## src/rtl/swk_pkg.sv

```systemverilog
// Shared types and constants for the swerve drive wheel kinematics block.
// Holds the request structs, sequencer states, register indexes and the CORDIC
// arctangent table. No dependencies.
package swk_pkg;

  typedef struct packed {
    logic signed [15:0] target_vx;
    logic signed [15:0] target_vy;
    logic signed [15:0] target_turn_rate;
    logic        [15:0] heading;
  } in_item_t;

  typedef struct packed {
    logic signed [15:0] speed_front_left;
    logic signed [15:0] speed_front_right;
    logic signed [15:0] speed_back_left;
    logic signed [15:0] speed_back_right;
    logic signed [31:0] steer_front_left;
    logic signed [31:0] steer_front_right;
    logic signed [31:0] steer_back_left;
    logic signed [31:0] steer_back_right;
  } out_item_t;

  // Start command for the shared CORDIC unit
  typedef struct packed {
    logic start;
    logic rotate;
  } cordic_req_t;

  // Configuration register indexes
  localparam logic [3:0] CFG_MAX_LIN   = 4'd0;
  localparam logic [3:0] CFG_MAX_TURN  = 4'd1;
  localparam logic [3:0] CFG_RADIUS    = 4'd2;
  localparam logic [3:0] CFG_RPM_GAIN  = 4'd3;

  // Angles inside the CORDIC: 2^32 units per turn, 33-bit signed
  localparam logic signed [32:0] HALF_TURN    = 33'sh080000000;
  localparam logic signed [32:0] QUARTER_TURN = 33'sh040000000;

  // CORDIC gain removal (Q16) and turn coefficient pi/180*sqrt(2)/2 (Q24) applied to w*R
  localparam logic signed [32:0] INV_GAIN_Q16  = 33'sd39797;
  localparam logic signed [32:0] TURN_COEF_Q24 = 33'sd207053;

  typedef enum logic [28:0] {
    ST_IDLE = 29'h0000001,
    ST_SQX  = 29'h0000002,
    ST_SQY  = 29'h0000004,
    ST_SQM  = 29'h0000008,
    ST_CMP  = 29'h0000010,
    ST_LEN  = 29'h0000020,
    ST_MULX = 29'h0000040,
    ST_DSX  = 29'h0000080,
    ST_DIVX = 29'h0000100,
    ST_MULY = 29'h0000200,
    ST_DSY  = 29'h0000400,
    ST_DIVY = 29'h0000800,
    ST_ROT  = 29'h0001000,
    ST_ROTW = 29'h0002000,
    ST_GX   = 29'h0004000,
    ST_GY   = 29'h0008000,
    ST_WR   = 29'h0010000,
    ST_WRK  = 29'h0020000,
    ST_TT   = 29'h0040000,
    ST_MV   = 29'h0080000,
    ST_MX   = 29'h0100000,
    ST_MY   = 29'h0200000,
    ST_MS   = 29'h0400000,
    ST_MZ   = 29'h0800000,
    ST_MQ   = 29'h1000000,
    ST_MG   = 29'h2000000,
    ST_MC   = 29'h4000000,
    ST_MW   = 29'h8000000,
    ST_DONE = 29'h10000000
  } state_t;

  // Arctangent of 2^-i in 2^32 units per turn
  function automatic logic [31:0] atan_lut(input logic [4:0] i);
    logic [31:0] a;
    unique case (i)
      5'd0:  a = 32'd536870912;
      5'd1:  a = 32'd316933406;
      5'd2:  a = 32'd167458907;
      5'd3:  a = 32'd85004756;
      5'd4:  a = 32'd42667331;
      5'd5:  a = 32'd21354465;
      5'd6:  a = 32'd10680862;
      5'd7:  a = 32'd5340245;
      5'd8:  a = 32'd2670163;
      5'd9:  a = 32'd1335087;
      5'd10: a = 32'd667544;
      5'd11: a = 32'd333772;
      5'd12: a = 32'd166886;
      5'd13: a = 32'd83443;
      5'd14: a = 32'd41722;
      5'd15: a = 32'd20861;
      5'd16: a = 32'd10430;
      5'd17: a = 32'd5215;
      5'd18: a = 32'd2608;
      5'd19: a = 32'd1304;
      5'd20: a = 32'd652;
      5'd21: a = 32'd326;
      5'd22: a = 32'd163;
      5'd23: a = 32'd81;
      default: a = 32'd0;
    endcase
    return a;
  endfunction

endpackage

```

## src/rtl/swk_isqrt.sv

```systemverilog
// Digit-by-digit integer square root, one result bit per cycle.
// Floor square root of a 64-bit value. Uses swk_pkg.
module swk_isqrt import swk_pkg::*; (
  input  logic        clk,
  input  logic        rst_n,
  input  logic        start,
  input  logic [63:0] value,
  output logic [31:0] root,
  output logic        done
);

  logic [63:0] v_r;
  logic [33:0] rem_r;
  logic [31:0] root_r;
  logic [4:0]  cnt_r;
  logic        busy_r, done_r, ge;
  logic [35:0] cat, trial, diff;

  always_comb begin
    cat   = {rem_r, v_r[63:62]};
    trial = {2'b00, root_r, 2'b01};
    ge    = cat >= trial;
    diff  = cat - trial;
  end

  always_ff @(posedge clk) begin
    if (!rst_n) begin
      busy_r <= 1'b0;
      done_r <= 1'b0;
      cnt_r  <= '0;
    end else begin
      done_r <= 1'b0;
      if (start) begin
        busy_r <= 1'b1;
        cnt_r  <= '0;
      end else if (busy_r) begin
        cnt_r <= cnt_r + 1'b1;
        if (cnt_r == 5'd31) begin
          busy_r <= 1'b0;
          done_r <= 1'b1;
        end
      end
    end
  end

  // Bring down two bits, try the next root bit
  always_ff @(posedge clk) begin
    if (start) begin
      v_r    <= value;
      rem_r  <= '0;
      root_r <= '0;
    end else if (busy_r) begin
      v_r    <= {v_r[61:0], 2'b00};
      rem_r  <= ge ? diff[33:0] : cat[33:0];
      root_r <= {root_r[30:0], ge};
    end
  end

  assign root = root_r;
  assign done = done_r;

endmodule

```

## config.mk

```make
export PLATFORM = sky130hd
export DESIGN_NAME = swk_isqrt
export DESIGN_NICKNAME = d
export VERILOG_FILES = /design/src/rtl/swk_pkg.sv /design/src/rtl/swk_isqrt.sv
export SDC_FILE = /design/constraint.sdc
export NUM_CORES = 1
export LEC_CHECK = 0
export ABC_CLOCK_PERIOD_IN_PS = 4800
export BUFFER_PORTS_ARGS = -buffer_cell sky130_fd_sc_hd__buf_2
export CAP_MARGIN = 20
export CELL_PAD_IN_SITES_DETAIL_PLACEMENT = 1
export CELL_PAD_IN_SITES_GLOBAL_PLACEMENT = 2
export CORE_ASPECT_RATIO = 0.75
export CORE_MARGIN = 10
export CORE_UTILIZATION = 40
export DETAILED_ROUTE_END_ITERATION = 8
export PLACE_DENSITY_LB_ADDON = 0.1
export SYNTH_ARGS = -nofsm -noshare
export SYNTH_HDL_FRONTEND = slang
export SYNTH_SLANG_ARGS = --single-unit
export TNS_END_PERCENT = 50
```

## constraint.sdc

```tcl
create_clock -name clk -period 4.8 [get_ports clk]
set_input_delay 1.2 -clock clk [delete_from_list [all_inputs] [get_ports clk]]
set_output_delay 1.2 -clock clk [all_outputs]
set_load 0.02 [all_outputs]
```

==> results of run 1 <==
## through the flow
stage	instance area, um^2	cells	worst slack (ps)	hold WS (ps)	total power [mW]
6_report	8790	1078	1350	500	4.27
5_1_grt	8790	1078	1060	544	4.54
4_1_cts	8770	1077	1300	499	4.32
3_5_place_dp	8160	1045	1320	487	2.89
3_3_place_gp	8160	1045	1460	479	2.86
2_1_floorplan	7460	732	1840	463	2.54
## path summary, 6_finish.rpt
path / start / end / slack (ps) / depth (start not counted)
worst max-delay path: root[19] / rem_r[9] / 1350 / 12
worst min-delay path: rem_r[22] / rem_r[22] / 500 / 2
worst max register to register: root[19] / rem_r[9] / 1350 / 12
worst min register to register: rem_r[22] / rem_r[22] / 500 / 2
## final cells by class
type | instances | area [um^2] | share of cell area (%)
clock buffers | 18 | 429 | 4.88
inverters | 40 | 150 | 1.71
clock inverters | 14 | 189 | 2.15
repair buffers | 107 | 571 | 6.49
multi-input cells | 515 | 3760 | 42.8
well taps | 247 | 309 | 3.51
flip-flops and latches | 137 | 3390 | 38.5
## per-layer routing
metal  vias up  share of wire, %
met4         0              0.99
met5         -                 0
li1       2820                 -
met2        86                46
met3        16               3.9
met1      2751                49
## kinds of logic after synthesis
logic type	Yosys count
AO/OA/AOI/OAI	155
flip-flops	137
XOR/XNOR	33
buffers and inverters	80
multiplexers	106
AND/OR/NAND/NOR	185
adder cells (fa/ha/maj)	36
## worst register-to-register path: stages (launching register included)
cell and delay, ps:
dfxtp_1 370, inv_1 60, ha_1 400, a21o_1 230
a41oi_1 220, o221ai_1 160, a211oi_1 280, o31a_1 280
o21a_2 510, buf_4 280, mux2_2 350, mux2i_1 140
nor2_1 50
## report_power, final
group	leakage [nW]	switching (mW)	internal, mW
logic	2.06	0.837	0.612
registers	1.24	0.0761	1.35
clock network	0.296	0.566	0.834
total	3.60	1.48	2.79
## flip-flops by register name (all words and copies together), names as in the netlist
| register | flops |
|---|---|
| v_r | 64 |
| rem_r | 34 |
| root | 32 |
| cnt_r | 5 |
| busy_r | 1 |
| done | 1 |
## synthesized netlist by cell type (3+ instances only)
cell type   n
o21bai_1    5
a31oi_1    10
o31ai_1     6
dfxtp_1    73
o21ai_0    15
nand4_1     9
xnor2_1    15
nor2_1     99
a211oi_1   30
clkbuf_1   27
a21o_1     12
xor2_1     18
a21oi_1    44
mux2_2     63
and4_1      3
buf_2       7
o21a_1      5
mux2i_1    43
edfxtp_1   64
nand2_1    27
nor2b_1     4
ha_1       36
nand3_1     7
nand2b_1   10
o211ai_1    5
inv_1      39
buf_1       5
nor3_1      7
and3_1      5
==> metrics.txt, run 1 <==
status=finished clean; worst vdd ir=0.151 mV; diode count=0; clk sinks=137; Finish-stage setup viols=0; DIE AREA=0.0246 mm^2; commonest non-fill, non-tap cell in the layout=nor2_1; Main synth FF type=dfxtp_1; clock slew at reported path FFs=70 ps; Vias/cell=5.26; syn_area_per_cell=10.2 um^2; Worst Path Arrival=3750 ps; FP Rows=43; Num CTS Buffers=17; crit end category=flip-flop; Routed Antenna Nets=0; Hold Path Class=flip-flop to flip-flop; main combinational cell family by area after synthesis=multiplexers; Req. time, crit path=5100 ps; Worst path max stage delay=510 ps; Skew-Pair Late Insertion Delay=430 ps; Post-Synth Simple-Gate Area=11.2%; Final Core Density=47.8%; cells after synthesis=732; CP max FO=26; critical path's slowest cell=o21a_2; worst slew pin tran=811 ps; Post-Synth XOR/XNOR Area=3.87%; Synth Area in Adders=6.04%; share of layout cells above drive strength 1=25.2%; grt met1 use=21.2%; Async S/R FF share, synth=0%; die height=138 um; WL/cell=18.0 um; Synth cell types=60; Slew HR=45.9%; drt first pass iters=4; LEAKAGE=3.60 nW; CP Launch Type=flip-flop; DRT Wirelength=19.4 mm; WS Path Type=flip-flop to flip-flop; PortBufs=99; starting density of the core=40.5%; unrepaired setup endpoints after global routing=false; GR Layer Usage met2=24.9%; CP Cell Sequence=inv_1 > ha_1 > a21o_1 > a41oi_1 > o221ai_1 > a211oi_1 > o31a_1 > o21a_2 > buf_4 > mux2_2 > mux2i_1 > nor2_1; highest clock rate=0.290 GHz; YS warnings=0; root buffer cell=clkbuf_16; antenna violations before repair=0; Post-CTS Setup Repair Bufs=0; Max Buffers Root-to-Sink=2; fillers=2107; top-area cell type share of the netlist area=25.8%; CTS Hold Bufs=0; pwr dens=486 mW/mm^2; Resized cells post-CTS=0; top post-synthesis cells by area=edfxtp_1 (26%), dfxtp_1 (20%), mux2_2 (9.5%); EDFF count, synth=64; post-DP HPWL=13.9 mm; placer congestion estimate=0.850; # DRC=0; family with the most delay on the worst path=compound AO/OA/AOI/OAI gates; Die Wd=178 um; Worst Skew=14.4 ps; post-synthesis sequential area ratio=45.4%; compound-cell area share of the yosys netlist=14.0%; CTS tree=built; Syn Nets=835; Syn Std Cell Area=0.00746 mm^2; Final Hold Viols=0; multiplexer share of the synthesized area=15.3%; DRT iter0 DRCs=286; # IOs=100; number of global-route vias before repair=5967; Top Usage Layer GRT=met2; Yosys top cell by area=edfxtp_1; leading cell types in the layout, fill and taps excluded=nor2_1 (99), buf_2 (98), dfxtp_1 (72), edfxtp_1 (64), mux2_2 (63); H-tree depth=4; core area=0.0184 mm^2; GRT met3 Usage=4.03%; area grow syn2layout=17.9%; Crit path buffers/inverters=2; Setup TNS Final=0 ps; max-cap violations=0; pin count of the biggest net entering global routing=67; post-synthesis register bit count=137; first-pass GRT wire length=31.7 mm; Final nets=921; part of the cycle the worst path needs=71.9%; gr ovfl total=0; fin crit period=3450 ps; Slew Limit Fails=0; Via Count=5673; gr usage total=15.8%
Power figures use the tool's default switching activity.
==> run 2, diff against run 1 <==
- ABC_CLOCK_PERIOD_IN_PS: 4800 -> 3000
- CORE_UTILIZATION: 40 -> 34
- clock period: 4.8 -> 3 ns (I/O delays scaled with it)
==> run 2 against run 1 <==
Register-to-register slack worse by 1200 ps. Via count grew 1.9%. Wire length grew 3.2%. Final cell count is 7.1% higher. Highest routed layer unchanged.
==> metrics.txt, run 2 (same netlist as run 1, synthesis figures left out) <==
highest clock rate=0.356 GHz (+23%); FP Rows=46 (+7.0%); WL met3=720 um (-4.4%); CP max FO=12 (-54%); placer congestion estimate=0.857 (+0.87%); Final Core Density=43.0% (-4.8 points); Worst Path Arrival=3160 ps (-590 ps); setup ws final=188 ps (-1160 ps); CP Launch Type=flip-flop; antenna violations before repair=0 (unchanged); Setup TNS Final=0 ps (unchanged); dpl ws=35.0 ps (-1290 ps); non-filler instance count after layout=1154 (+7.1%); CTS tree=built; worst slew pin tran=719 ps (-92.0 ps); first-pass GRT wire length=32.9 mm (+3.7%); Vias/cell=5.01 (-4.8%); # IOs=100 (unchanged); clk sinks=137 (unchanged); gr usage total=14.3% (-1.5 points); leading cell types in the layout, fill and taps excluded=nor2_1 (99), buf_2 (98), dfxtp_1 (68), edfxtp_1 (64), mux2_2 (63); Slew Limit Fails=0 (unchanged); DRT iter0 DRCs=229 (-20%); LEAKAGE=3.75 nW (+4.3%); Top reg by flops=v_r; gr ovfl total=0 (unchanged); placed insts=1119 (+7.1%); worst vdd ir=0.413 mV (+170%); post-route cell area=0.00917 mm^2 (+4.3%); core area=0.0214 mm^2 (+16%); max-cap violations=0 (unchanged); H-tree depth=4 (unchanged); Hold Path Class=flip-flop to flip-flop; drt first pass iters=4 (unchanged); WL/cell=17.4 um (-3.6%); share of layout cells above drive strength 1=30.4% (+5.2 points); die height=148 um (+7.2%); part of the cycle the worst path needs=93.7% (+22 points); unrepaired setup endpoints after global routing=false; PortBufs=99 (unchanged); area grow syn2layout=23.0%; DRT Wirelength=20.0 mm (+3.2%); pin count of the biggest net entering global routing=67 (unchanged); starting density of the core=34.9% (-5.6 points); Final nets=956 (+3.8%); fin crit period=2810 ps (-638 ps); Slew HR=52.0% (+6.1 points); Req. time, crit path=3350 ps (-1750 ps); Worst Skew=13.3 ps (-1.08 ps); Die Wd=191 um (+7.5%); Routed Antenna Nets=0 (unchanged); root buffer cell=clkbuf_16; Num CTS Buffers=17 (unchanged); post-DP HPWL=14.5 mm (+4.5%); pwr dens=754 mW/mm^2 (+55%); Via Count=5783 (+1.9%); diode count=0 (unchanged); crit end category=flip-flop; number of global-route vias before repair=6119 (+2.5%); final hold slack=508 ps (+8.04 ps); Largest register FFs=64 (unchanged); DIE AREA=0.0283 mm^2 (+15%); Final Hold Viols=0 (unchanged); Metal-1 WL=10.1 mm (+6.2%); Max Buffers Root-to-Sink=2 (unchanged); WS Path Type=flip-flop to flip-flop; Highest Signal Layer=met4; Post-DP Area=0.00849 mm^2 (+4.1%); Finish-stage setup viols=0 (unchanged); Skew-Pair Late Insertion Delay=430 ps (about the same); # DRC=0 (unchanged); status=finished clean; commonest non-fill, non-tap cell in the layout=nor2_1; clock slew at reported path FFs=60 ps (about the same); total power=6.92 mW (+62%); routed wire length on met2=9.01 mm (+0.16%)
[run 2: changes by cell type in the layout (fill, tap and decap cells not counted), sizes merged]
cell and change:
buf +35, bufinv -3, clkbuf -1, clkinv +2, clkinvlp +1, inv +1
[run 2: worst paths after layout]
check / start / to / slack [ps] / depth (start not counted)
hold / removal: rem_r[22] / rem_r[22] / 510 / 2
setup / recovery: v_r[62] / rem_r[31] / 190 / 12
setup reg to reg: v_r[62] / rem_r[31] / 190 / 12
hold reg to reg: rem_r[22] / rem_r[22] / 510 / 2
[run 2: layer usage]
layer	up-vias	GRT usage, %
met5	-	0
met4	0	4.28
met3	18	3.60
li1	2903	-
met2	71	22.1
met1	2791	19.3
[run 2: where the power goes]
part	leakage (nW)	internal, mW	total (mW)	switching [mW]
clock	0.266	1.09	2.03	0.940
combinational	2.25	1.21	2.62	1.41
sequential	1.24	2.16	2.27	0.112
[run 2: layout make-up]
cell class / instances / area, um^2
inverter: 40 / 153
clock buffer: 17 / 425
fill: 2427 / 12200
sequential: 137 / 3390
tap: 288 / 360
timing repair buffer: 142 / 873
multi-input combinational: 515 / 3830
clock inverter: 15 / 135
[run 2: critical path: stages (launching register included)]
cell      delay [ps]
edfxtp_1         440
inv_1             70
ha_1             230
nand2b_1         170
a21o_1           180
a31o_1           230
o21ba_2          240
o31a_1           280
o21a_4           250
buf_6            160
a221oi_2         160
a22oi_1          100
a211oi_2         200
[run 2: repair_timing]
| item | CTS | global route |
|---|---|---|
| pin swaps | 0 | 4 |
| setup buffers | 0 | 3 |
| setup endpoints to repair | 1 | 31 |
| hold buffers | 0 | 0 |
| resized for setup | 1 | 29 |
| endpoints found under the hold margin | 0 | 0 |
