==> config.mk <==
export PLATFORM = sky130hd
export DESIGN_NAME = swk_div
export DESIGN_NICKNAME = d
export VERILOG_FILES = /design/src/rtl/swk_pkg.sv /design/src/rtl/swk_div.sv
export SDC_FILE = /design/constraint.sdc
export NUM_CORES = 1
export LEC_CHECK = 0
export ABC_AREA = 1
export BUFFER_PORTS_ARGS = -buffer_cell sky130_fd_sc_hd__buf_2
export CAP_MARGIN = 15
export CORE_ASPECT_RATIO = 0.5
export CORE_MARGIN = 2
export CORE_UTILIZATION = 61
export CTS_BUF_LIST = sky130_fd_sc_hd__clkbuf_4 sky130_fd_sc_hd__clkbuf_8
export CTS_CLUSTER_DIAMETER = 50
export DETAILED_ROUTE_END_ITERATION = 10
export PLACE_DENSITY = 0.92
export SKIP_CTS_REPAIR_TIMING = 1
export SLEW_MARGIN = 20
export SYNTH_ARGS = -nofsm -noshare
export SYNTH_HDL_FRONTEND = slang
export SYNTH_SLANG_ARGS = --single-unit
==> constraint.sdc <==
create_clock -name clk -period 2 [get_ports clk]
set_input_delay 0 -clock clk [delete_from_list [all_inputs] [get_ports clk]]
set_output_delay 0 -clock clk [all_outputs]
set_load 0.05 [all_outputs]
==> src/rtl/swk_pkg.sv <==
// Shared types and constants for the swerve drive wheel kinematics block.
// Holds the request structs, sequencer states, register indexes and the CORDIC
// arctangent table. No dependencies.
package swk_pkg;

  typedef struct packed {
    logic signed [15:0] target_vx;
    logic signed [15:0] target_vy;
    logic signed [15:0] target_turn_rate;
    logic        [15:0] heading;
  } in_item_t;

  typedef struct packed {
    logic signed [15:0] speed_front_left;
    logic signed [15:0] speed_front_right;
    logic signed [15:0] speed_back_left;
    logic signed [15:0] speed_back_right;
    logic signed [31:0] steer_front_left;
    logic signed [31:0] steer_front_right;
    logic signed [31:0] steer_back_left;
    logic signed [31:0] steer_back_right;
  } out_item_t;

  // Start command for the shared CORDIC unit
  typedef struct packed {
    logic start;
    logic rotate;
  } cordic_req_t;

  // Configuration register indexes
  localparam logic [3:0] CFG_MAX_LIN   = 4'd0;
  localparam logic [3:0] CFG_MAX_TURN  = 4'd1;
  localparam logic [3:0] CFG_RADIUS    = 4'd2;
  localparam logic [3:0] CFG_RPM_GAIN  = 4'd3;

  // Angles inside the CORDIC: 2^32 units per turn, 33-bit signed
  localparam logic signed [32:0] HALF_TURN    = 33'sh080000000;
  localparam logic signed [32:0] QUARTER_TURN = 33'sh040000000;

  // CORDIC gain removal (Q16) and turn coefficient pi/180*sqrt(2)/2 (Q24) applied to w*R
  localparam logic signed [32:0] INV_GAIN_Q16  = 33'sd39797;
  localparam logic signed [32:0] TURN_COEF_Q24 = 33'sd207053;

  typedef enum logic [28:0] {
    ST_IDLE = 29'h0000001,
    ST_SQX  = 29'h0000002,
    ST_SQY  = 29'h0000004,
    ST_SQM  = 29'h0000008,
    ST_CMP  = 29'h0000010,
    ST_LEN  = 29'h0000020,
    ST_MULX = 29'h0000040,
    ST_DSX  = 29'h0000080,
    ST_DIVX = 29'h0000100,
    ST_MULY = 29'h0000200,
    ST_DSY  = 29'h0000400,
    ST_DIVY = 29'h0000800,
    ST_ROT  = 29'h0001000,
    ST_ROTW = 29'h0002000,
    ST_GX   = 29'h0004000,
    ST_GY   = 29'h0008000,
    ST_WR   = 29'h0010000,
    ST_WRK  = 29'h0020000,
    ST_TT   = 29'h0040000,
    ST_MV   = 29'h0080000,
    ST_MX   = 29'h0100000,
    ST_MY   = 29'h0200000,
    ST_MS   = 29'h0400000,
    ST_MZ   = 29'h0800000,
    ST_MQ   = 29'h1000000,
    ST_MG   = 29'h2000000,
    ST_MC   = 29'h4000000,
    ST_MW   = 29'h8000000,
    ST_DONE = 29'h10000000
  } state_t;

  // Arctangent of 2^-i in 2^32 units per turn
  function automatic logic [31:0] atan_lut(input logic [4:0] i);
    logic [31:0] a;
    unique case (i)
      5'd0:  a = 32'd536870912;
      5'd1:  a = 32'd316933406;
      5'd2:  a = 32'd167458907;
      5'd3:  a = 32'd85004756;
      5'd4:  a = 32'd42667331;
      5'd5:  a = 32'd21354465;
      5'd6:  a = 32'd10680862;
      5'd7:  a = 32'd5340245;
      5'd8:  a = 32'd2670163;
      5'd9:  a = 32'd1335087;
      5'd10: a = 32'd667544;
      5'd11: a = 32'd333772;
      5'd12: a = 32'd166886;
      5'd13: a = 32'd83443;
      5'd14: a = 32'd41722;
      5'd15: a = 32'd20861;
      5'd16: a = 32'd10430;
      5'd17: a = 32'd5215;
      5'd18: a = 32'd2608;
      5'd19: a = 32'd1304;
      5'd20: a = 32'd652;
      5'd21: a = 32'd326;
      5'd22: a = 32'd163;
      5'd23: a = 32'd81;
      default: a = 32'd0;
    endcase
    return a;
  endfunction

endpackage

==> src/rtl/swk_div.sv <==
// Restoring divider, one quotient bit per cycle, truncating toward zero.
// Signed 32-bit dividend by a nonzero 16-bit divisor. Uses swk_pkg.
module swk_div import swk_pkg::*; (
  input  logic               clk,
  input  logic               rst_n,
  input  logic               start,
  input  logic signed [31:0] num,
  input  logic        [15:0] den,
  output logic signed [16:0] quot,
  output logic               done
);

  logic [31:0] q_r;
  logic [15:0] rem_r, d_r;
  logic [4:0]  cnt_r;
  logic        neg_r, busy_r, done_r, ge;
  logic [16:0] try_v, sub_v;

  always_comb begin
    try_v = {rem_r, q_r[31]};
    ge    = try_v >= {1'b0, d_r};
    sub_v = try_v - {1'b0, d_r};
  end

  always_ff @(posedge clk) begin
    if (!rst_n) begin
      busy_r <= 1'b0;
      done_r <= 1'b0;
      cnt_r  <= '0;
    end else begin
      done_r <= 1'b0;
      if (start) begin
        busy_r <= 1'b1;
        cnt_r  <= '0;
      end else if (busy_r) begin
        cnt_r <= cnt_r + 1'b1;
        if (cnt_r == 5'd31) begin
          busy_r <= 1'b0;
          done_r <= 1'b1;
        end
      end
    end
  end

  // Shift the magnitude through the partial remainder
  always_ff @(posedge clk) begin
    if (start) begin
      neg_r <= num[31];
      q_r   <= num[31] ? 32'(-num) : 32'(num);
      d_r   <= den;
      rem_r <= '0;
    end else if (busy_r) begin
      rem_r <= ge ? sub_v[15:0] : try_v[15:0];
      q_r   <= {q_r[30:0], ge};
    end
  end

  assign quot = neg_r ? -$signed(q_r[16:0]) : $signed(q_r[16:0]);
  assign done = done_r;

endmodule

==> impl_metrics.tcl, run 1 <==
set metrics [dict create \
    timing.final.crit_share_pct 104 \
    finalHoldViolations 0 \
    drc 2 \
    antenna_found_initial 1 \
    setup_violations 40 \
    skew_ps 7.70 \
    fin_crit_ps 2080 \
    worst_slack_ps -81.1 \
    crit_buf_inv 1 \
    status "complete, but fails checks" \
    maxCapViolations 0 \
    die_x_um 135 \
    postRouteAntennaNets 0 \
    slew_headroom_pct 38.4 \
    synth_area_leaders "edfxtp_1 28%, nand2_1 16%, dfxtp_1 8.7%" \
    multiInputGateArea_mm2 0.00301 \
    port_buffers 68 \
    yosysSeqAreaShare_pct 36.7 \
    grt_pass1_wl_mm 21.2 \
    critical_path.endpoint_type "flip-flop" \
    cp.depth 11 \
    rows 23 \
    cp_cell_sequence "inv_1, ha_2, fa_2, nor2_1, nor2_1, o21ai_1, nand2_1, nand3_1, nand3_2, nand2_1, nand2_1" \
    syn_to_final_growth_pct 22.6 \
    routed_wl_mm 16.9 \
    syn_area_mm2 0.00527 \
    grtUsageTotal_pct 28.1 \
    rr_worst_depth 11 \
    register_area_mm2 0.00193 \
    routabilityCongestion 0.978 \
    via_count 5857 \
    drt_iter0_markers 793 \
    htree_levels 3 \
    diodes 0 \
    hold_class "input pin to flip-flop" \
    synth_largest_area_cell "edfxtp_1" \
    async_reset_ff_share_pct 0 \
    ir_drop_uv 403 \
    violations "DRC, setup timing" \
    grt_setup_unrepaired "yes" \
    dieArea_mm2 0.00944 \
    tightest_slew_ps 921 \
    drt-pass1-iter-count 11 \
    cts_buffers 9 \
    drive_gt1_share_pct 20.0 \
    yosysMostFrequentCell "nand2_1" \
    syn_avg_cell_area_um2 7.04 \
    nets 929 \
    synth_top_area_share_pct 27.9 \
    ios 69 \
    hold_depth 4 \
    die_y_um 69.7 \
    grt_max_degree 33 \
    overflow 0 \
    synth_edf_count 49 \
    crit_family "simple AND/OR/NAND/NOR gates" \
    tritoncts "yes" \
    synthFlopType "edfxtp_1" \
    grt_pass1_vias 4710 \
    cp.arrival_ps 2350 \
    cts_root_buf "clkbuf_8" \
    dpl.hpwl_mm 9.86 \
    via_per_inst 6.01 \
    required_ps 2270 \
    drv_slew 0 \
    yosysWarningCount 0 \
    wire_per_inst_um 17.3 \
    synth_nets 821 \
    crit_top_cell "nand2_1" \
    power_density_mw_per_mm2 634 \
    ys_ff_latch 72 \
    cp_max_fo 2 \
    path_clk_slew_ps 80 \
    netlist_instances 749 \
    crit_slowest_cell "fa_2" \
    clockBufferDepth 2 \
    fmax_mhz 481 \
    cpPeakStageDelay_ps 360 \
    cts.sinks 72 \
    p_leak_uw 0.00312 \
    start_util_pct 64.3 \
    ys_types 40 \
    power.total_uw 4090 \
    whs_ps 3.98 \
    fillers 513 \
    core_region_area_mm2 0.00820 \
    insertion_delay_ps 370 \
    synth_common_cells "224 x nand2_1, 108 x inv_1, 70 x nor2_1" \
    worst_setup_path_start_kind "flip-flop" \
    critical_path_class "flip-flop to flip-flop" \
]
==> through the flow <==
stage	setup WS [ps]	cell area [um^2]	cells	util [%]	TNS [ps]
3_5_place_dp	60.0	5770	924	70.4	0
6_report	-81.1	6460	974	78.8	-1040
3_3_place_gp	99.3	5770	924	70.4	0
2_1_floorplan	101	5270	749	-	0
5_1_grt	-173	6460	974	78.8	-5280
4_1_cts	-234	5940	940	72.5	-781
==> power by group <==
part	internal (uW)	switching, uW	total [uW]
combinational	403	807	1210
clock	476	605	1080
sequential	1720	79.1	1800
total	2600	1490	4090
==> placed cells by master, fill, tap and decap left out, types with 4 or more instances in the layout <==
cell	netlist	final
a21oi_1	15	14
a31oi_1	7	7
buf_2	3	61
buf_4	3	30
clkbuf_8	0	10
clkinv_2	0	4
dfxtp_1	23	23
dlygate4sd3_1	0	17
edfxtp_1	49	49
ha_1	20	9
ha_2	0	5
ha_4	0	6
inv_1	108	105
inv_2	4	7
nand2_1	224	217
nand2_2	7	12
nand3_1	68	66
nand3_2	4	4
nand3b_1	8	8
nand4_1	9	9
nor2_1	70	66
nor2_2	4	7
nor3_1	14	11
o21ai_0	43	42
xnor2_1	6	6
xor2_1	31	31
==> final timing paths <==
path              slack, ps        end       from
setup / recovery        -80  rem_r[14]    q_r[31]
hold / removal            4    q_r[30]    num[30]
setup reg to reg        -80  rem_r[14]    q_r[31]
hold reg to reg         480  rem_r[15]  rem_r[15]
==> layer usage <==
layer	vias up	wire length, um	GRT usage (%)
met1	2616	6210	37.9
met3	146	1970	5.56
met5	-	13	0
met4	2	1120	7.18
li1	2616	-	-
met2	477	7530	46.7
==> registers in the layout (all words and copies together), names as in the netlist <==
signal,flops
q_r,32
cnt_r,5
done,1
rem_r,16
neg_r,1
d_r,16
busy_r,1
==> kinds of logic after synthesis <==
family,count (synthesis),synth area share [%]
AND/OR/NAND/NOR,419,35.1
buffers and inverters,130,9.83
flip-flops,72,36.7
AO/OA/AOI/OAI,70,7.17
XOR/XNOR,37,6.15
adder cells (fa/ha/maj),21,5.13
==> area by class of cell <==
type / count / share of cell area [%]
Multi-Input combinational cell: 547 / 46.6
Sequential cell: 72 / 29.9
Timing Repair Buffer: 114 / 12.1
Inverter: 113 / 6.56
Tap cell: 112 / 2.17
Clock buffer: 10 / 2.13
Clock inverter: 6 / 0.523
==> worst min-delay path, delay by kind of cell <==
| kind | cells | cell delay (ps) |
|---|---|---|
| and+or+nand+nor | 3 | 170 |
| buffers and inverters | 1 | 110 |
Power figures use the tool's default switching activity.
==> run 2, diff against run 1 <==
Settings changed: BUFFER_PORTS_ARGS -buffer_cell sky130_fd_sc_hd__buf_2 to unset, CORE_UTILIZATION 61 to 65, DONT_BUFFER_PORTS set to 1, PLACE_DENSITY 0.92 to 0.89.
==> run 2 against run 1 <==
  * The run ends with hold timing, setup timing left
  * Total power up 7.1%
  * Sequential share of layout area down 0.94 points
  * Clock power up 26%
  * Cell area increased by 3.3%
  * Non-clock buffer count is 28 lower
  * Worst hold slack got worse by 50 ps
  * Utilization increased by 5.2 points
  * Sequential cell count is the same
  * Critical path type is now flip-flop to output port
==> impl_metrics.tcl, run 2 (same netlist as run 1, synthesis figures left out) <==
set metrics [dict create \
    status "complete, but fails checks" \
    violations "hold timing, setup timing" \
    placed_area_mm2 0.00558 \
    drt-pass1-iter-count 6 \
    timing.final.crit_share_pct 109 \
    maxCapViolations 0 \
    wire_per_inst_um 18.3 \
    finalHoldViolations 4 \
    combPwrFrac_pct 27.9 \
    final_common_cell "nand2_1" \
    fmax_mhz 458 \
    routed_wl_mm 17.4 \
    ir_drop_uv 382 \
    cts.sinks 72 \
    grt_setup_unrepaired "yes" \
    via_count 5902 \
    hold_class "input pin to flip-flop" \
    crit_family "simple AND/OR/NAND/NOR gates" \
    via_per_inst 6.22 \
    critical_path_class "flip-flop to output port" \
    drv_slew 0 \
    clkPwrFrac_pct 30.9 \
    power.total_uw 4380 \
    p_int_uw 2920 \
    cp_max_fo 4 \
    drt_iter0_markers 898 \
    die_y_um 67.7 \
    required_ps 2000 \
    ios 69 \
    dieArea_mm2 0.00889 \
    whs_ps -45.7 \
    reg_top3 "q_r x32, d_r x16, rem_r x16" \
    fin_crit_ps 2180 \
    power_density_mw_per_mm2 657 \
    largest_register_ffs 32 \
    port_buffers 0 \
    fillers 437 \
    final_cells 949 \
    start_util_pct 66.4 \
    drc 0 \
    tightest_slew_ps 858 \
    worst_slack_ps -183 \
    seqPwrFrac_pct 41.2 \
    postRouteAntennaNets 0 \
    final_cell_mix "215 x nand2_1, 104 x inv_1, 65 x nor2_1" \
    crit_buf_inv 2 \
    diodes 0 \
    setup_violations 20 \
    worst_setup_path_start_kind "flip-flop" \
    grt_pass1_wl_mm 20.4 \
    insertion_delay_ps 370 \
    core_region_area_mm2 0.00794 \
    cp.arrival_ps 2180 \
    nets 904 \
    setup_tns_ps -909 \
    antenna_found_initial 1 \
    die_x_um 131 \
    cts_buffers 9 \
    finalInstanceArea_mm2 0.00667 \
    tritoncts "yes" \
    grt_pass1_vias 4510 \
    drive_gt1_share_pct 15.1 \
    overflow 0 \
    top_register "q_r" \
    dpl.hpwl_mm 9.43 \
    rows 23 \
    p_sw_uw 1470 \
    cpPeakStageDelay_ps 450 \
    cts_root_buf "clkbuf_8" \
    p_leak_uw 0.00311 \
    grt_max_degree 45 \
    cp_cell_sequence "inv_2, ha_4, nand3_4, nor3_4, nand3_1, xor2_1, nand2_1, nand2_2, buf_12" \
    path_clk_slew_ps 80 \
    clockBufferDepth 2 \
    routabilityCongestion 0.947 \
    critical_path.endpoint_type "output port" \
    syn_to_final_growth_pct 26.6 \
    crit_slowest_cell "edfxtp_1" \
    slew_headroom_pct 42.7 \
    htree_levels 3 \
    grtUsageTotal_pct 28.9 \
    skew_ps 7.10 \
    dpl.cell_count 872 \
    p_sw_share_pct 33.5 \
]
==> run 2: path summary, 6_finish.rpt <==
check,from,to,slack (ps),cells after the start
worst max-delay path,q_r[1],quot[14],-180,9
worst min-delay path,num[31],q_r[20],-50,3
worst max register to register,q_r[31],rem_r[12],-110,14
worst min register to register,rem_r[15],rem_r[15],490,2
==> run 2: worst min-delay path, delay by kind of cell <==
kind	cells	cell delay [ps]
and+or+nand+nor	2	90
AOI/OAI and AO/OA	1	60
==> run 2: area by class of cell <==
class | instances | area [um^2] | area share [%]
clock buffer | 11 | 145 | 2.18
timing repair buffer | 86 | 851 | 12.8
clock inverter | 5 | 80.1 | 1.20
tap | 112 | 140 | 2.10
multi-input combinational | 550 | 3100 | 46.5
sequential | 72 | 1930 | 29.0
inverter | 113 | 424 | 6.36
==> run 2: routing by layer <==
layer / part of all wire, % / global-route usage, % / routed length, um
met5: 0 / 0 / 0
met4: 5.5 / 8.02 / 952
met3: 12 / 7.51 / 2160
met2: 45 / 51.8 / 7850
met1: 37 / 35.6 / 6410
==> run 2: through the flow <==
stage / worst slack (ps) / util (%)
6_report: -183 / 84.0
3_3_place_gp: 103 / 70.2
5_1_grt: -298 / 84.0
2_1_floorplan: 101 / -
4_1_cts: -160 / 73.0
3_5_place_dp: 19.9 / 70.2
==> run 2: power groups by stage <==
stage	combinational, uW	sequential [uW]	clock [uW]
floorplan	720	1800	0
global placement	932	1820	0
detailed placement	953	1830	0
CTS	959	1790	1320
global route	1300	1820	1400
finish	1220	1810	1360
==> run 3, diff against run 2 <==
Settings changed: CTS_BUF_LIST sky130_fd_sc_hd__clkbuf_4 sky130_fd_sc_hd__clkbuf_8 to unset.
==> run 3 against run 2 <==
  * The flow finishes with violations (DRC, hold timing, setup timing)
  * Setup slack got worse by 40 ps
  * Die area unchanged
  * Total power up 11%
  * Cell area is 1.4% higher
  * First-iteration DRC count is 22% higher
  * Register-to-register slack worse by 110 ps
  * Combinational power about the same
  * Worst hold slack improved by 13 ps
  * Critical path type is now flip-flop to flip-flop
  * Critical endpoint is now rem_r[2]
==> impl_metrics.tcl, run 3 (same netlist as run 1, synthesis figures left out) <==
set metrics [dict create \
    status "complete, but fails checks" \
    violations "DRC, hold timing, setup timing" \
    whs_ps -32.8 \
    grt_setup_unrepaired "yes" \
    met2_usage_pct 53.7 \
    largest_register_ffs 32 \
    syn_to_final_growth_pct 28.3 \
    final_common_cell "nand2_1" \
    tritoncts "yes" \
    cp_max_fo 8 \
    critical_path_class "flip-flop to flip-flop" \
    die_x_um 131 \
    die_y_um 67.7 \
    overflow 0 \
    required_ps 2210 \
    finalHoldViolations 7 \
    hold_depth 3 \
    top_register "q_r" \
    clockBufferDepth 2 \
    htree_levels 3 \
    routabilityCongestion 0.947 \
    drt_iter0_markers 1098 \
    ir_drop_uv 592 \
    grt_pass1_vias 4635 \
    via_count 6103 \
    min_to "q_r[26]" \
    start_util_pct 66.4 \
    cts.sinks 72 \
    use_met1_pct 35.7 \
    drv_slew 0 \
    p_leak_uw 0.00312 \
    routed_wl_mm 19.0 \
    final_core_util_pct 85.2 \
    reg_top3 "q_r x32, d_r x16, rem_r x16" \
    skew_ps 7.69 \
    critical_path.endpoint_type "flip-flop" \
    slew_headroom_pct 42.9 \
    grt_busiest_layer "met2" \
    fmax_mhz 450 \
    drt-pass1-iter-count 11 \
    setup_tns_ps -1380 \
    maxCapViolations 0 \
    cts_root_buf "clkbuf_16" \
    grt_pass1_wl_mm 21.1 \
    cts_buffers 9 \
    rrSetupSlack_ps -220 \
    drc 1 \
    insertion_delay_ps 340 \
    core_region_area_mm2 0.00794 \
    worst_setup_path_start_kind "flip-flop" \
    tightest_slew_ps 855 \
    postRouteAntennaNets 0 \
    cp.arrival_ps 2430 \
    nets 899 \
    drive_gt1_share_pct 14.9 \
    path_clk_slew_ps 60 \
    port_buffers 0 \
    fin_crit_ps 2220 \
    dpl.hpwl_mm 9.43 \
    grtUsageTotal_pct 29.9 \
    dieArea_mm2 0.00889 \
    r2r-start "d_r[1]" \
    ios 69 \
    wire_per_inst_um 20.1 \
    via_per_inst 6.47 \
    final_cell_mix "217 x nand2_1, 104 x inv_1, 66 x nor2_1" \
    grt_max_degree 45 \
    diodes 0 \
    power_density_mw_per_mm2 717 \
    timing.final.crit_share_pct 111 \
    setup_violations 18 \
    worst_slack_ps -223 \
    r2r-end "rem_r[2]" \
    hold_class "input pin to flip-flop" \
    rows 23 \
    rr_worst_depth 12 \
    antenna_found_initial 1 \
    grt_util_met3_pct 7.96 \
    worstHoldStart "num[26]" \
]
-- run 3: changes by cell type in the layout (fill, tap and decap cells not counted), moves of 3 or more --
| cell | before | now |
|---|---|---|
| clkbuf_8 | 10 | 1 |
| dlygate4sd3_1 | 46 | 41 |
| ha_2 | 5 | 1 |
| clkbuf_16 | 0 | 9 |
| nor2_2 | 8 | 5 |
| ha_4 | 8 | 14 |
-- run 3: report_power, final --
group          total, uW  switching, uW  internal [uW]
combinational       1240            798            440
sequential          1810           84.5           1730
clock               1800            675           1130
-- run 3: layout make-up --
cell class | instances | area (um^2)
multi-input cells | 550 | 3160
flip-flops and latches | 72 | 1930
clock inverters | 5 | 80.1
inverters | 113 | 424
repair buffers | 81 | 788
clock buffers | 11 | 243
well taps | 112 | 140
fillers | 396 | 1180
-- run 3: worst max-delay path by stage --
stage / startpoint / endpoint / slack (ps)
floorplan: q_r[0] / quot[10] / 100
global placement: q_r[31] / rem_r[8] / 100
detailed placement: q_r[31] / rem_r[14] / 20
CTS: q_r[0] / quot[14] / -130
global route: d_r[1] / rem_r[2] / -330
finish: d_r[1] / rem_r[2] / -220
-- run 3: metal layers --
layer,wire length (um),vias to the layer above
met4,1490,0
met5,0,-
met2,8180,634
met3,2770,217
met1,6510,2689
li1,-,2563
-- run 3: metrics by stage --
stage                     cells  area, um^2  setup WS, ps  power, uW
final                       944        6760          -223       4850
after global routing        944        6760          -326       4960
after CTS                   888        5900          -134       4510
after detailed placement    872        5580          19.9       2780
after global placement      872        5580           103       2750
after floorplan             749        5270           101       2520
-- run 3: critical path, cell delays in order (launching register included) --
cell and delay (ps):
edfxtp_1 360, inv_1 50, ha_1 330, nand3_1 190, nor2_1 160, nand4_1 130, nand2_2 150, nor2_8 80
buf_4 150, nand2_4 150, nand2_1 100, nand3_1 120, o21ai_0 130
