--- src/rtl/swk_pkg.sv ---
// Shared types and constants for the swerve drive wheel kinematics block.
// Holds the request structs, sequencer states, register indexes and the CORDIC
// arctangent table. No dependencies.
package swk_pkg;

  typedef struct packed {
    logic signed [15:0] target_vx;
    logic signed [15:0] target_vy;
    logic signed [15:0] target_turn_rate;
    logic        [15:0] heading;
  } in_item_t;

  typedef struct packed {
    logic signed [15:0] speed_front_left;
    logic signed [15:0] speed_front_right;
    logic signed [15:0] speed_back_left;
    logic signed [15:0] speed_back_right;
    logic signed [31:0] steer_front_left;
    logic signed [31:0] steer_front_right;
    logic signed [31:0] steer_back_left;
    logic signed [31:0] steer_back_right;
  } out_item_t;

  // Start command for the shared CORDIC unit
  typedef struct packed {
    logic start;
    logic rotate;
  } cordic_req_t;

  // Configuration register indexes
  localparam logic [3:0] CFG_MAX_LIN   = 4'd0;
  localparam logic [3:0] CFG_MAX_TURN  = 4'd1;
  localparam logic [3:0] CFG_RADIUS    = 4'd2;
  localparam logic [3:0] CFG_RPM_GAIN  = 4'd3;

  // Angles inside the CORDIC: 2^32 units per turn, 33-bit signed
  localparam logic signed [32:0] HALF_TURN    = 33'sh080000000;
  localparam logic signed [32:0] QUARTER_TURN = 33'sh040000000;

  // CORDIC gain removal (Q16) and turn coefficient pi/180*sqrt(2)/2 (Q24) applied to w*R
  localparam logic signed [32:0] INV_GAIN_Q16  = 33'sd39797;
  localparam logic signed [32:0] TURN_COEF_Q24 = 33'sd207053;

  typedef enum logic [28:0] {
    ST_IDLE = 29'h0000001,
    ST_SQX  = 29'h0000002,
    ST_SQY  = 29'h0000004,
    ST_SQM  = 29'h0000008,
    ST_CMP  = 29'h0000010,
    ST_LEN  = 29'h0000020,
    ST_MULX = 29'h0000040,
    ST_DSX  = 29'h0000080,
    ST_DIVX = 29'h0000100,
    ST_MULY = 29'h0000200,
    ST_DSY  = 29'h0000400,
    ST_DIVY = 29'h0000800,
    ST_ROT  = 29'h0001000,
    ST_ROTW = 29'h0002000,
    ST_GX   = 29'h0004000,
    ST_GY   = 29'h0008000,
    ST_WR   = 29'h0010000,
    ST_WRK  = 29'h0020000,
    ST_TT   = 29'h0040000,
    ST_MV   = 29'h0080000,
    ST_MX   = 29'h0100000,
    ST_MY   = 29'h0200000,
    ST_MS   = 29'h0400000,
    ST_MZ   = 29'h0800000,
    ST_MQ   = 29'h1000000,
    ST_MG   = 29'h2000000,
    ST_MC   = 29'h4000000,
    ST_MW   = 29'h8000000,
    ST_DONE = 29'h10000000
  } state_t;

  // Arctangent of 2^-i in 2^32 units per turn
  function automatic logic [31:0] atan_lut(input logic [4:0] i);
    logic [31:0] a;
    unique case (i)
      5'd0:  a = 32'd536870912;
      5'd1:  a = 32'd316933406;
      5'd2:  a = 32'd167458907;
      5'd3:  a = 32'd85004756;
      5'd4:  a = 32'd42667331;
      5'd5:  a = 32'd21354465;
      5'd6:  a = 32'd10680862;
      5'd7:  a = 32'd5340245;
      5'd8:  a = 32'd2670163;
      5'd9:  a = 32'd1335087;
      5'd10: a = 32'd667544;
      5'd11: a = 32'd333772;
      5'd12: a = 32'd166886;
      5'd13: a = 32'd83443;
      5'd14: a = 32'd41722;
      5'd15: a = 32'd20861;
      5'd16: a = 32'd10430;
      5'd17: a = 32'd5215;
      5'd18: a = 32'd2608;
      5'd19: a = 32'd1304;
      5'd20: a = 32'd652;
      5'd21: a = 32'd326;
      5'd22: a = 32'd163;
      5'd23: a = 32'd81;
      default: a = 32'd0;
    endcase
    return a;
  endfunction

endpackage

--- src/rtl/swk_cordic.sv ---
// Iterative CORDIC unit, one micro-rotation per cycle, rotation or vectoring.
// Depends on swk_pkg for the arctangent table and angle constants.
module swk_cordic import swk_pkg::*; #(
  parameter int STEPS = 16
) (
  input  logic               clk,
  input  logic               rst_n,
  input  cordic_req_t        req,
  input  logic signed [49:0] x0,
  input  logic signed [49:0] y0,
  input  logic signed [32:0] z0,
  output logic signed [49:0] x,
  output logic signed [49:0] y,
  output logic signed [32:0] z,
  output logic               done
);

  localparam int N  = (STEPS > 24) ? 24 : STEPS;
  localparam int IW = (N > 1) ? $clog2(N) : 1;

  logic signed [49:0] x_r, y_r, xa, ya, xs, ys;
  logic signed [32:0] z_r, za, at;
  logic [IW-1:0]      i_r;
  logic               busy_r, done_r, rot_r, pos;

  // Fold the start vector into the convergence range
  always_comb begin
    xa = x0;
    ya = y0;
    za = z0;
    if (req.rotate) begin
      if (z0 > QUARTER_TURN) begin
        xa = -x0;
        ya = -y0;
        za = z0 - HALF_TURN;
      end else if (z0 < -QUARTER_TURN) begin
        xa = -x0;
        ya = -y0;
        za = z0 + HALF_TURN;
      end
    end else if (x0 < 0) begin
      xa = -x0;
      ya = -y0;
      za = HALF_TURN;
    end else begin
      za = '0;
    end
  end

  // One micro-rotation
  always_comb begin
    xs  = x_r >>> i_r;
    ys  = y_r >>> i_r;
    at  = $signed({1'b0, atan_lut(5'(i_r))});
    pos = rot_r ? !z_r[32] : !(y_r > 0);
  end

  always_ff @(posedge clk) begin
    if (!rst_n) begin
      busy_r <= 1'b0;
      done_r <= 1'b0;
      i_r    <= '0;
    end else begin
      done_r <= 1'b0;
      if (req.start) begin
        busy_r <= 1'b1;
        i_r    <= '0;
      end else if (busy_r) begin
        i_r <= i_r + 1'b1;
        if (i_r == IW'(N - 1)) begin
          busy_r <= 1'b0;
          done_r <= 1'b1;
        end
      end
    end
  end

  always_ff @(posedge clk) begin
    if (req.start) begin
      x_r   <= xa;
      y_r   <= ya;
      z_r   <= za;
      rot_r <= req.rotate;
    end else if (busy_r) begin
      if (pos) begin
        x_r <= x_r - ys;
        y_r <= y_r + xs;
        z_r <= z_r - at;
      end else begin
        x_r <= x_r + ys;
        y_r <= y_r - xs;
        z_r <= z_r + at;
      end
    end
  end

  assign x    = x_r;
  assign y    = y_r;
  assign z    = z_r;
  assign done = done_r;

endmodule

--- config.mk ---
export PLATFORM = sky130hd
export DESIGN_NAME = swk_cordic
export DESIGN_NICKNAME = d
export VERILOG_FILES = /design/src/rtl/swk_pkg.sv /design/src/rtl/swk_cordic.sv
export SDC_FILE = /design/constraint.sdc
export NUM_CORES = 1
export LEC_CHECK = 0
export BUFFER_PORTS_ARGS = -buffer_cell sky130_fd_sc_hd__buf_4
export CORE_AREA = 5 5 263 265
export DETAILED_ROUTE_END_ITERATION = 8
export DIE_AREA = 0 0 268 270
export GPL_TIMING_DRIVEN = 0
export SLEW_MARGIN = 0
export SYNTH_ARGS = -nofsm -noshare
export SYNTH_HDL_FRONTEND = slang
export SYNTH_SLANG_ARGS = --single-unit
--- constraint.sdc ---
create_clock -name clk -period 7.35 [get_ports clk]
set_input_delay 0.3675 -clock clk [delete_from_list [all_inputs] [get_ports clk]]
set_output_delay 0.3675 -clock clk [all_outputs]
set_load 0.05 [all_outputs]
==> results.md, run 1 <==
Worst hold path:
- The number of cells on the worst hold path is 1.
- The worst hold path terminates at rot_r.
- The launch point of the worst hold path is req[1].
- The path class of the lowest-slack min-delay path is in -> reg.

Synthesis:
- The gate count of the mapped netlist is 2,872.
- In the post-synthesis netlist, the biggest area contributors are sky130_fd_sc_hd__edfxtp_1, sky130_fd_sc_hd__mux4_2, sky130_fd_sc_hd__ha_1.
- In the synthesized netlist the dominant register cell turns out to be sky130_fd_sc_hd__edfxtp_1.
- Counting flops and latches in the post-synthesis netlist gives 170.
- Summed over all instances, the cell type with the most area after synthesis is sky130_fd_sc_hd__edfxtp_1.
- The sequential element share of the synthesized area is 20.02%.
- The most common cell in the synthesized netlist is sky130_fd_sc_hd__nand2_1.
- Synthesis produced a netlist with a net count of 3,161.
- During synthesis, Yosys emitted a total of 0 warnings.
- The count of flip-flops with a built-in enable after synthesis is about 130.
- The distinct cell type count after synthesis is 87.
- By count the netlist is led by sky130_fd_sc_hd__nand2_1, sky130_fd_sc_hd__a21oi_1, sky130_fd_sc_hd__nor2_1.
- The summed instance area of the synthesized netlist is 23,700 um2.
- The share of the synthesized area in the top cell type is 16.98%.
- After synthesis, the mean cell area works out to approximately 8.3 um2.
- The async set-or-reset flop fraction in the synthesized netlist is 0%.

Cells and area:
- The area added between synthesis and finish is 16.46%.
- The final layout net count is 3,451.
- In the final layout, the share of cells above drive strength 1 is roughly 17%.

Floorplan:
- Pin placement for this block handled 271 I/O pins.
- The floorplan die height is 270 um.
- The initial core utilization is 35.60%.
- The core region is 66,560 um2.
- The number of cell rows is 95.
- The x dimension of the die is 268 um.
- The full die area is roughly 72,000 um2.

Clocking:
- The later pin in the worst-skew pair is clocked with a latency of about 0.52 ns.
- Clock-pin slew was measured on the worst setup and hold paths at 0.08 ns.
- The number of buffers inserted by hold repair at cts is 0.
- The cell at the root of the clock tree is sky130_fd_sc_hd__clkbuf_16.
- The clock tree buffer depth is 2.
- The clock tree synthesis step divided the H-tree into 4 levels.
- Once the clock tree was built, the setup fixing pass inserted 0 buffers.
- Clock tree synthesis found a total of 170 sinks.
- The CTS tree is done.
- The number of clock buffers added by TritonCTS is 17.

Timing:
- The relative slew slack is 7.201%.
- Setup violations remaining at the end of the flow were counted as 0.
- The final count of hold timing violations was 0.
- The setup slack after layout is 0.1666 ns.
- The clock period could shrink to 7.183 ns.
- The worst path uses a little over nine tenths of the clock period.
- The timing-limited maximum frequency is 139.2 MHz.
- Setup repair after global routing left no endpoint under its margin.
- The final number of max-transition violations is 0.
- On the final layout, the worst clock skew is between 0.015 and 0.02 ns.
- At the pin with the least slew margin, the transition time is 1.392 ns.
- Summed over all failing endpoints, the final setup total negative slack is 0 ns.

Drt:
- The detailed-routing iteration count for the pre-antenna-repair pass is 6.
- The total wire length is 107,500 um.
- Once detail routing completed, the nets flagged for antenna violations numbered 0.
- For this run, design rule violations remaining after detail routing come to 0.
- The routed length per instance is 26.54 um.
- The via-per-instance ratio is 6.183.
- The routed layout has 25,040 vias.
- The first routing iteration left 2,627 violations.

Global routing:
- The first global-routing pass estimated ~160,000 um of wire.
- Entering global routing, the biggest net connects 60 pins.
- The number of antenna violations at the first check in global routing is 2.
- The number of global-route vias before repair is 24,000.
- The total overflow left after global routing is 0.
- Global routing used between 20% and 30% of the available tracks across all layers.

Worst setup path:
- The startpoint identified for the worst register-to-register timing path is i_r[2].
- The slowest stage of the critical path is the sky130_fd_sc_hd__clkdlybuf4s15_2 cell.
- For this run, the slowest stage of the critical path takes 0.64 ns.
- The maximum fanout along the worst path is 10.
- The total buffers and inverters traversed by the critical path is 6.
- The arrival time of the worst setup path is 7.40 ns.
- The number of cells on the worst reg-to-reg path is 19.
- The capturing element type of the critical path is a register.
- The required arrival time at the worst endpoint is roughly 7.6 ns.
- The setup path with the least slack is of type reg -> reg.
- The kind of start point of the critical path is a register.
- The endpoint identified for the worst register-to-register timing path is y[48].
- The cell family contributing the most delay on the critical path is buffers and inverters.
- The worst register-to-register path has a setup slack of ~0.17 ns.
- In this run the worst setup path begins at i_r[2].
- Walking the worst path, the cells encountered are inv_1 > clkbuf_2 > clkdlybuf4s15_2 > clkbuf_1 > clkdlybuf4s15_2 > clkdlybuf4s15_2 > mux2i_1 > xor2_1 > ha_1 > a211oi_1 > o21ai_0 > nand4_1 > o211ai_1 > a41oi_1 > o31a_1 > o21ai_0 > a31oi_1 > xor2_1 > a21oi_1.
- In this design, the critical path's most frequently occurring cell is sky130_fd_sc_hd__clkdlybuf4s15_2.

Placed design:
- The congestion estimate from routability-driven global placement came to 1.036.
- The number of buffers added on ports is 270.
- The half-perimeter wire length after placement is around 84,000 um.
- The worst slack at placement is -1.402 ns.

Status:
- The run finished with clean final reports.

Run:
- Across the run, the number of max-cap violations was 0.
per-layer routing:
layer  wire (um)  global-route usage [%]  part of all wire, %
met2       47710                   44.84                   44
met3       10090                   6.495                  9.4
met4        7685                   16.70                  7.2
met5          24                       0                0.022
met1       41960                   35.66                   39
cell usage in the layout, fill, tap and decap left out, types with 23 or more instances in the layout:
master	n
sky130_fd_sc_hd__nand4_1	25
sky130_fd_sc_hd__nor2_1	241
sky130_fd_sc_hd__dfxtp_1	35
sky130_fd_sc_hd__a31oi_1	47
sky130_fd_sc_hd__nand2_1	292
sky130_fd_sc_hd__edfxtp_1	134
sky130_fd_sc_hd__o21ai_0	226
sky130_fd_sc_hd__clkbuf_1	73
sky130_fd_sc_hd__mux2i_1	83
sky130_fd_sc_hd__xnor2_1	189
sky130_fd_sc_hd__o31ai_1	48
sky130_fd_sc_hd__a211oi_1	23
sky130_fd_sc_hd__nand3_1	85
sky130_fd_sc_hd__nand2b_1	30
sky130_fd_sc_hd__inv_1	65
sky130_fd_sc_hd__xor2_1	147
sky130_fd_sc_hd__nor4_1	34
sky130_fd_sc_hd__buf_4	275
sky130_fd_sc_hd__a21oi_1	242
sky130_fd_sc_hd__a21o_1	66
sky130_fd_sc_hd__nor3_1	46
sky130_fd_sc_hd__mux4_2	89
sky130_fd_sc_hd__or3_1	25
sky130_fd_sc_hd__o21a_1	24
sky130_fd_sc_hd__mux2_2	62
sky130_fd_sc_hd__ha_1	149
worst reg2reg max path: stages, from the launching register on:
cell                              delay (ns)
sky130_fd_sc_hd__dfxtp_2                0.43
sky130_fd_sc_hd__inv_1                  0.19
sky130_fd_sc_hd__clkbuf_2               0.40
sky130_fd_sc_hd__clkdlybuf4s15_2        0.59
sky130_fd_sc_hd__clkbuf_1               0.48
sky130_fd_sc_hd__clkdlybuf4s15_2        0.60
sky130_fd_sc_hd__clkdlybuf4s15_2        0.64
sky130_fd_sc_hd__mux2i_1                0.29
sky130_fd_sc_hd__xor2_1                 0.10
sky130_fd_sc_hd__ha_1                   0.37
sky130_fd_sc_hd__a211oi_1               0.12
sky130_fd_sc_hd__o21ai_0                0.55
sky130_fd_sc_hd__nand4_1                0.19
sky130_fd_sc_hd__o211ai_1               0.30
sky130_fd_sc_hd__a41oi_1                0.31
sky130_fd_sc_hd__o31a_1                 0.41
sky130_fd_sc_hd__o21ai_0                0.50
sky130_fd_sc_hd__a31oi_1                0.19
sky130_fd_sc_hd__xor2_1                 0.17
sky130_fd_sc_hd__a21oi_1                0.08
kinds of logic after synthesis:
kind of cell,after synthesis,synth area share (%)
AND/OR/NAND/NOR,904,18.00
XOR/XNOR,336,12.42
multiplexers,234,14.91
AO/OA/AOI/OAI,866,22.89
adder cells (fa/ha/maj),152,8.120
flip-flops,170,20.02
buffers and inverters,210,3.633
how the worst max path moves through the flow:
stage            end  slack, ns  cells after the start
4_1_cts        x[49]       0.02                     24
3_3_place_gp   y[49]      -1.49                     26
6_report       y[48]       0.17                     19
2_1_floorplan  y[49]       1.73                     26
3_5_place_dp   y[49]      -1.40                     26
5_1_grt        x[49]       0.05                     25
repair_timing:
action                                  in CTS  in global routing
cloned                                       0                  0
gates resized for setup                     27                 39
endpoints found under the setup margin      60                 22
area by class of cell:
cell class | instances | area, um2
Fill cell | 6934 | 38960
Multi-Input combinational cell | 2492 | 18150
Sequential cell | 170 | 4746
Timing Repair Buffer | 273 | 2097
Tap cell | 873 | 1092
Buffer | 141 | 675.6
Clock buffer | 17 | 425.4
Inverter | 67 | 251.5
Clock inverter | 15 | 158.9
Antenna cell | 2 | 5.005
state kept, by name (all words and copies together) (netlist names):
register,flops
at,30
busy_r,1
done,1
i_r,4
rot_r,1
x,50
y,50
z,33
through the flow:
stage / hold WS, ns / cell area, um2 / util, % / std cells
floorplan: 0.4664 / 23700 / - / 2872
global placement: 0.5657 / 26820 / 40.29 / 4015
detailed placement: 0.5850 / 26890 / 40.40 / 4018
CTS: 0.04145 / 27530 / 41.35 / 4048
global route: 0.05572 / 27590 / 41.45 / 4048
finish: 0.08422 / 27600 / 41.46 / 4050
Power of run 1 is left out: the tool's default activity adds up to more than one toggle a clock period on the data nets, which glitch-free logic cannot reach.
==> run 2, diff against run 1 <==
- PLACE_DENSITY: not set -> 0.54
==> run 2 against run 1 <==
Compared with the run above: the run now ends with max-capacitance violations, max-slew violations left; cell count is essentially flat; critical path depth increased by 5; die area is the same; final area up 0.68%; clock skew is 0.016 ns higher; first-iteration DRC count increased by 0.11%; fmax down 0.66%; flip-flop and latch count did not move; register-to-register slack worse by 0.05 ns; highest routed layer unchanged.
==> results.md, run 2 (synthesis gave the netlist of run 1 again) <==
Cells and area:
- The final layout net count is 3,454.
- The share of the core filled with cells is 41.74%.
- The filler cells instantiated in the layout total 6,876.
- The top cell types in the final layout, fill and taps aside, are sky130_fd_sc_hd__nand2_1, sky130_fd_sc_hd__buf_4, sky130_fd_sc_hd__a21oi_1, sky130_fd_sc_hd__nor2_1, sky130_fd_sc_hd__o21ai_0.
- Compared with the post-synthesis result, the final layout area differs by 17.25%.
- Leaving out fill and tap cells, the most frequent cell in the layout is sky130_fd_sc_hd__nand2_1.
- Of the cells placed in the final design, the portion with a size suffix greater than 1 is a little under a fifth.

Worst setup path:
- At the worst endpoint, the required time is 7.59 ns.
- The worst setup path is captured at a register.
- The critical path is of the reg -> reg type.
- The worst setup path is launched from a register.
- For the worst setup path, the data arrival time is 7.47 ns.
- Along the worst path, the maximum fanout reaches 10.

Global routing:
- Entering global routing, the biggest net connects 63 pins.
- The number of global-route vias before repair is 25,100.
- The first global-routing pass estimated around 180,000 um of wire.
- Across every metal layer, demand over resource in global routing totals 33.89%.
- The number of antenna violations at the first check in global routing is 3.
- The total global routing overflow is 0.

Placed design:
- The global placer's final weighted congestion is between 1 and 1.5.
- The number of buffers added on ports is 270.
- The HPWL after detailed placement is between 100,000 and 150,000 um.
- At the placement stage, the worst setup path has a slack of -1.786 ns.

Floorplan:
- The x dimension of the die is 268 um.
- The initial core utilization is ~36%.
- The die covers 72,360 um2.
- The floorplan has 95 rows.
- The floorplan die height is 270 um.
- After floorplanning, the core was sized to cover 66,560 um2.
- During I/O placement, the number of pins put on the boundary was 271.

Status:
- The final reports fail on max-capacitance violations, max-slew violations.
- The flow ran to the end, but the final reports show violations.

Drt:
- For this run, the detailed router's first-pass iteration total came to 6.
- The remaining design rule violation count is 0.
- Summing over every cut layer, the via total after detailed routing is 25,740.
- The final layout contains routed wiring with a total length of 128,600 um.
- The count of nets left with antenna violations once routing finished came out at 0.
- Dividing the detail-routed via count by the number of cells gives between 6 and 7.
- The detailed router finished its first iteration with 2,630 violations.
- After detailed routing, the average wire length per cell comes to 31.74 um.

Clocking:
- The cell at the root of the clock tree is sky130_fd_sc_hd__clkbuf_16.
- The clock-pin slew of the registers on the worst-case setup and hold paths is ~0.08 ns.
- For this design, the sink count on the clock tree is 170.
- Counting the buffers created by CTS gives 17.
- At the later pin of the worst-skew pair, clock insertion delay measures 0.52 ns.
- The clock tree buffer depth is 2.
- CTS built an H-tree with a depth of 4.
- The CTS tree is done.

Timing:
- The final hold slack is 0.07620 ns.
- The setup slack after layout is around 0.12 ns.
- The slew at the pin with the worst max-slew slack is 1.570 ns.
- For this run, the top clock speed supported by timing is 138.3 MHz.
- The share of the clock period used by the worst path after layout is 98.39%.
- The post-route clock skew is between 0.03 and 0.04 ns.
- The final critical delay including setup and external delays is 7.231 ns.
- The final number of max-transition violations is 11.
- Measured against its own limit, the worst slew margin works out to -4.649%.
- The final-report setup violation count is 0.
- Setup repair after global routing could not meet its margin everywhere.
- The final count of hold timing violations is 0.

Run:
- The number of max-capacitance violations reported is 2.

Worst hold path:
- In this run the worst hold path is classified as in -> reg.
run 2: cell types whose count changed in the layout (fill, tap and decap cells not counted), sizes merged:
cell           change
buf                +6
clkdlybuf4s15      -2
clkinv             +2
inv                -2
clkbuf             -1
clkdlybuf4s18      +1
clkinvlp           -1
run 2: per-layer routing:
metal	track usage (%)	wire length (um)	up-vias
li1	-	-	11410
met4	16.29	7290	2
met1	41.37	50380	12790
met2	57.49	61900	1261
met5	0	16	-
met3	6.186	9060	269
run 2: final cells by class:
class | count | area [um2] | area share, %
Clock buffer | 18 | 450.4 | 1.621
Inverter | 67 | 251.5 | 0.9051
Antenna cell | 2 | 5.005 | 0.01801
Timing Repair Buffer | 277 | 2127 | 7.655
Tap cell | 873 | 1092 | 3.931
Buffer | 140 | 723.2 | 2.603
Clock inverter | 14 | 172.7 | 0.6214
Multi-Input combinational cell | 2492 | 18220 | 65.57
Sequential cell | 170 | 4746 | 17.08
run 2: path summary, 6_finish.rpt:
path	startpoint	to	slack (ns)	cells after the start
max	i_r[1]	x[49]	0.12	24
min	req[1]	rot_r	0.08	1
max reg2reg	i_r[1]	x[49]	0.12	24
min reg2reg	busy_r	done	0.59	2
run 2: stage by stage:
step / setup TNS [ns] / cells / cell area (um2)
floorplan: 0 / 2872 / 23700
global placement: -78.23 / 4015 / 26820
detailed placement: -74.17 / 4018 / 26900
CTS: 0 / 4051 / 27690
global route: -0.04854 / 4051 / 27780
finish: 0 / 4053 / 27790
run 2: what timing repair did:
action	in CTS	in global routing
pin swaps	2	1
hold buffers	0	0
hold endpoints to repair	0	0
buffers inserted	3	1
setup endpoints to repair	82	52
gates resized for setup	70	67
run 2: critical path, stage by stage, from the launching register on:
cell and delay [ns]:
sky130_fd_sc_hd__dfxtp_1 0.35, sky130_fd_sc_hd__buf_4 0.22, sky130_fd_sc_hd__buf_6 0.26, sky130_fd_sc_hd__buf_4 0.35, sky130_fd_sc_hd__buf_2 0.35, sky130_fd_sc_hd__buf_2 0.41, sky130_fd_sc_hd__mux2i_1 0.40, sky130_fd_sc_hd__nand4_1 0.18
sky130_fd_sc_hd__a22oi_1 0.38, sky130_fd_sc_hd__nand2_1 0.21, sky130_fd_sc_hd__nor3_1 0.37, sky130_fd_sc_hd__nor3b_4 0.41, sky130_fd_sc_hd__a21oi_1 0.14, sky130_fd_sc_hd__xor2_1 0.17, sky130_fd_sc_hd__ha_1 0.37, sky130_fd_sc_hd__a21o_1 0.20
sky130_fd_sc_hd__a21o_1 0.17, sky130_fd_sc_hd__a21oi_1 0.20, sky130_fd_sc_hd__nor2_1 0.06, sky130_fd_sc_hd__a2111oi_0 0.54, sky130_fd_sc_hd__o31ai_2 0.24, sky130_fd_sc_hd__a31oi_4 0.35, sky130_fd_sc_hd__o31ai_1 0.15, sky130_fd_sc_hd__xnor2_1 0.33
sky130_fd_sc_hd__mux2i_1 0.12
Power of run 2 is left out for the same reason.
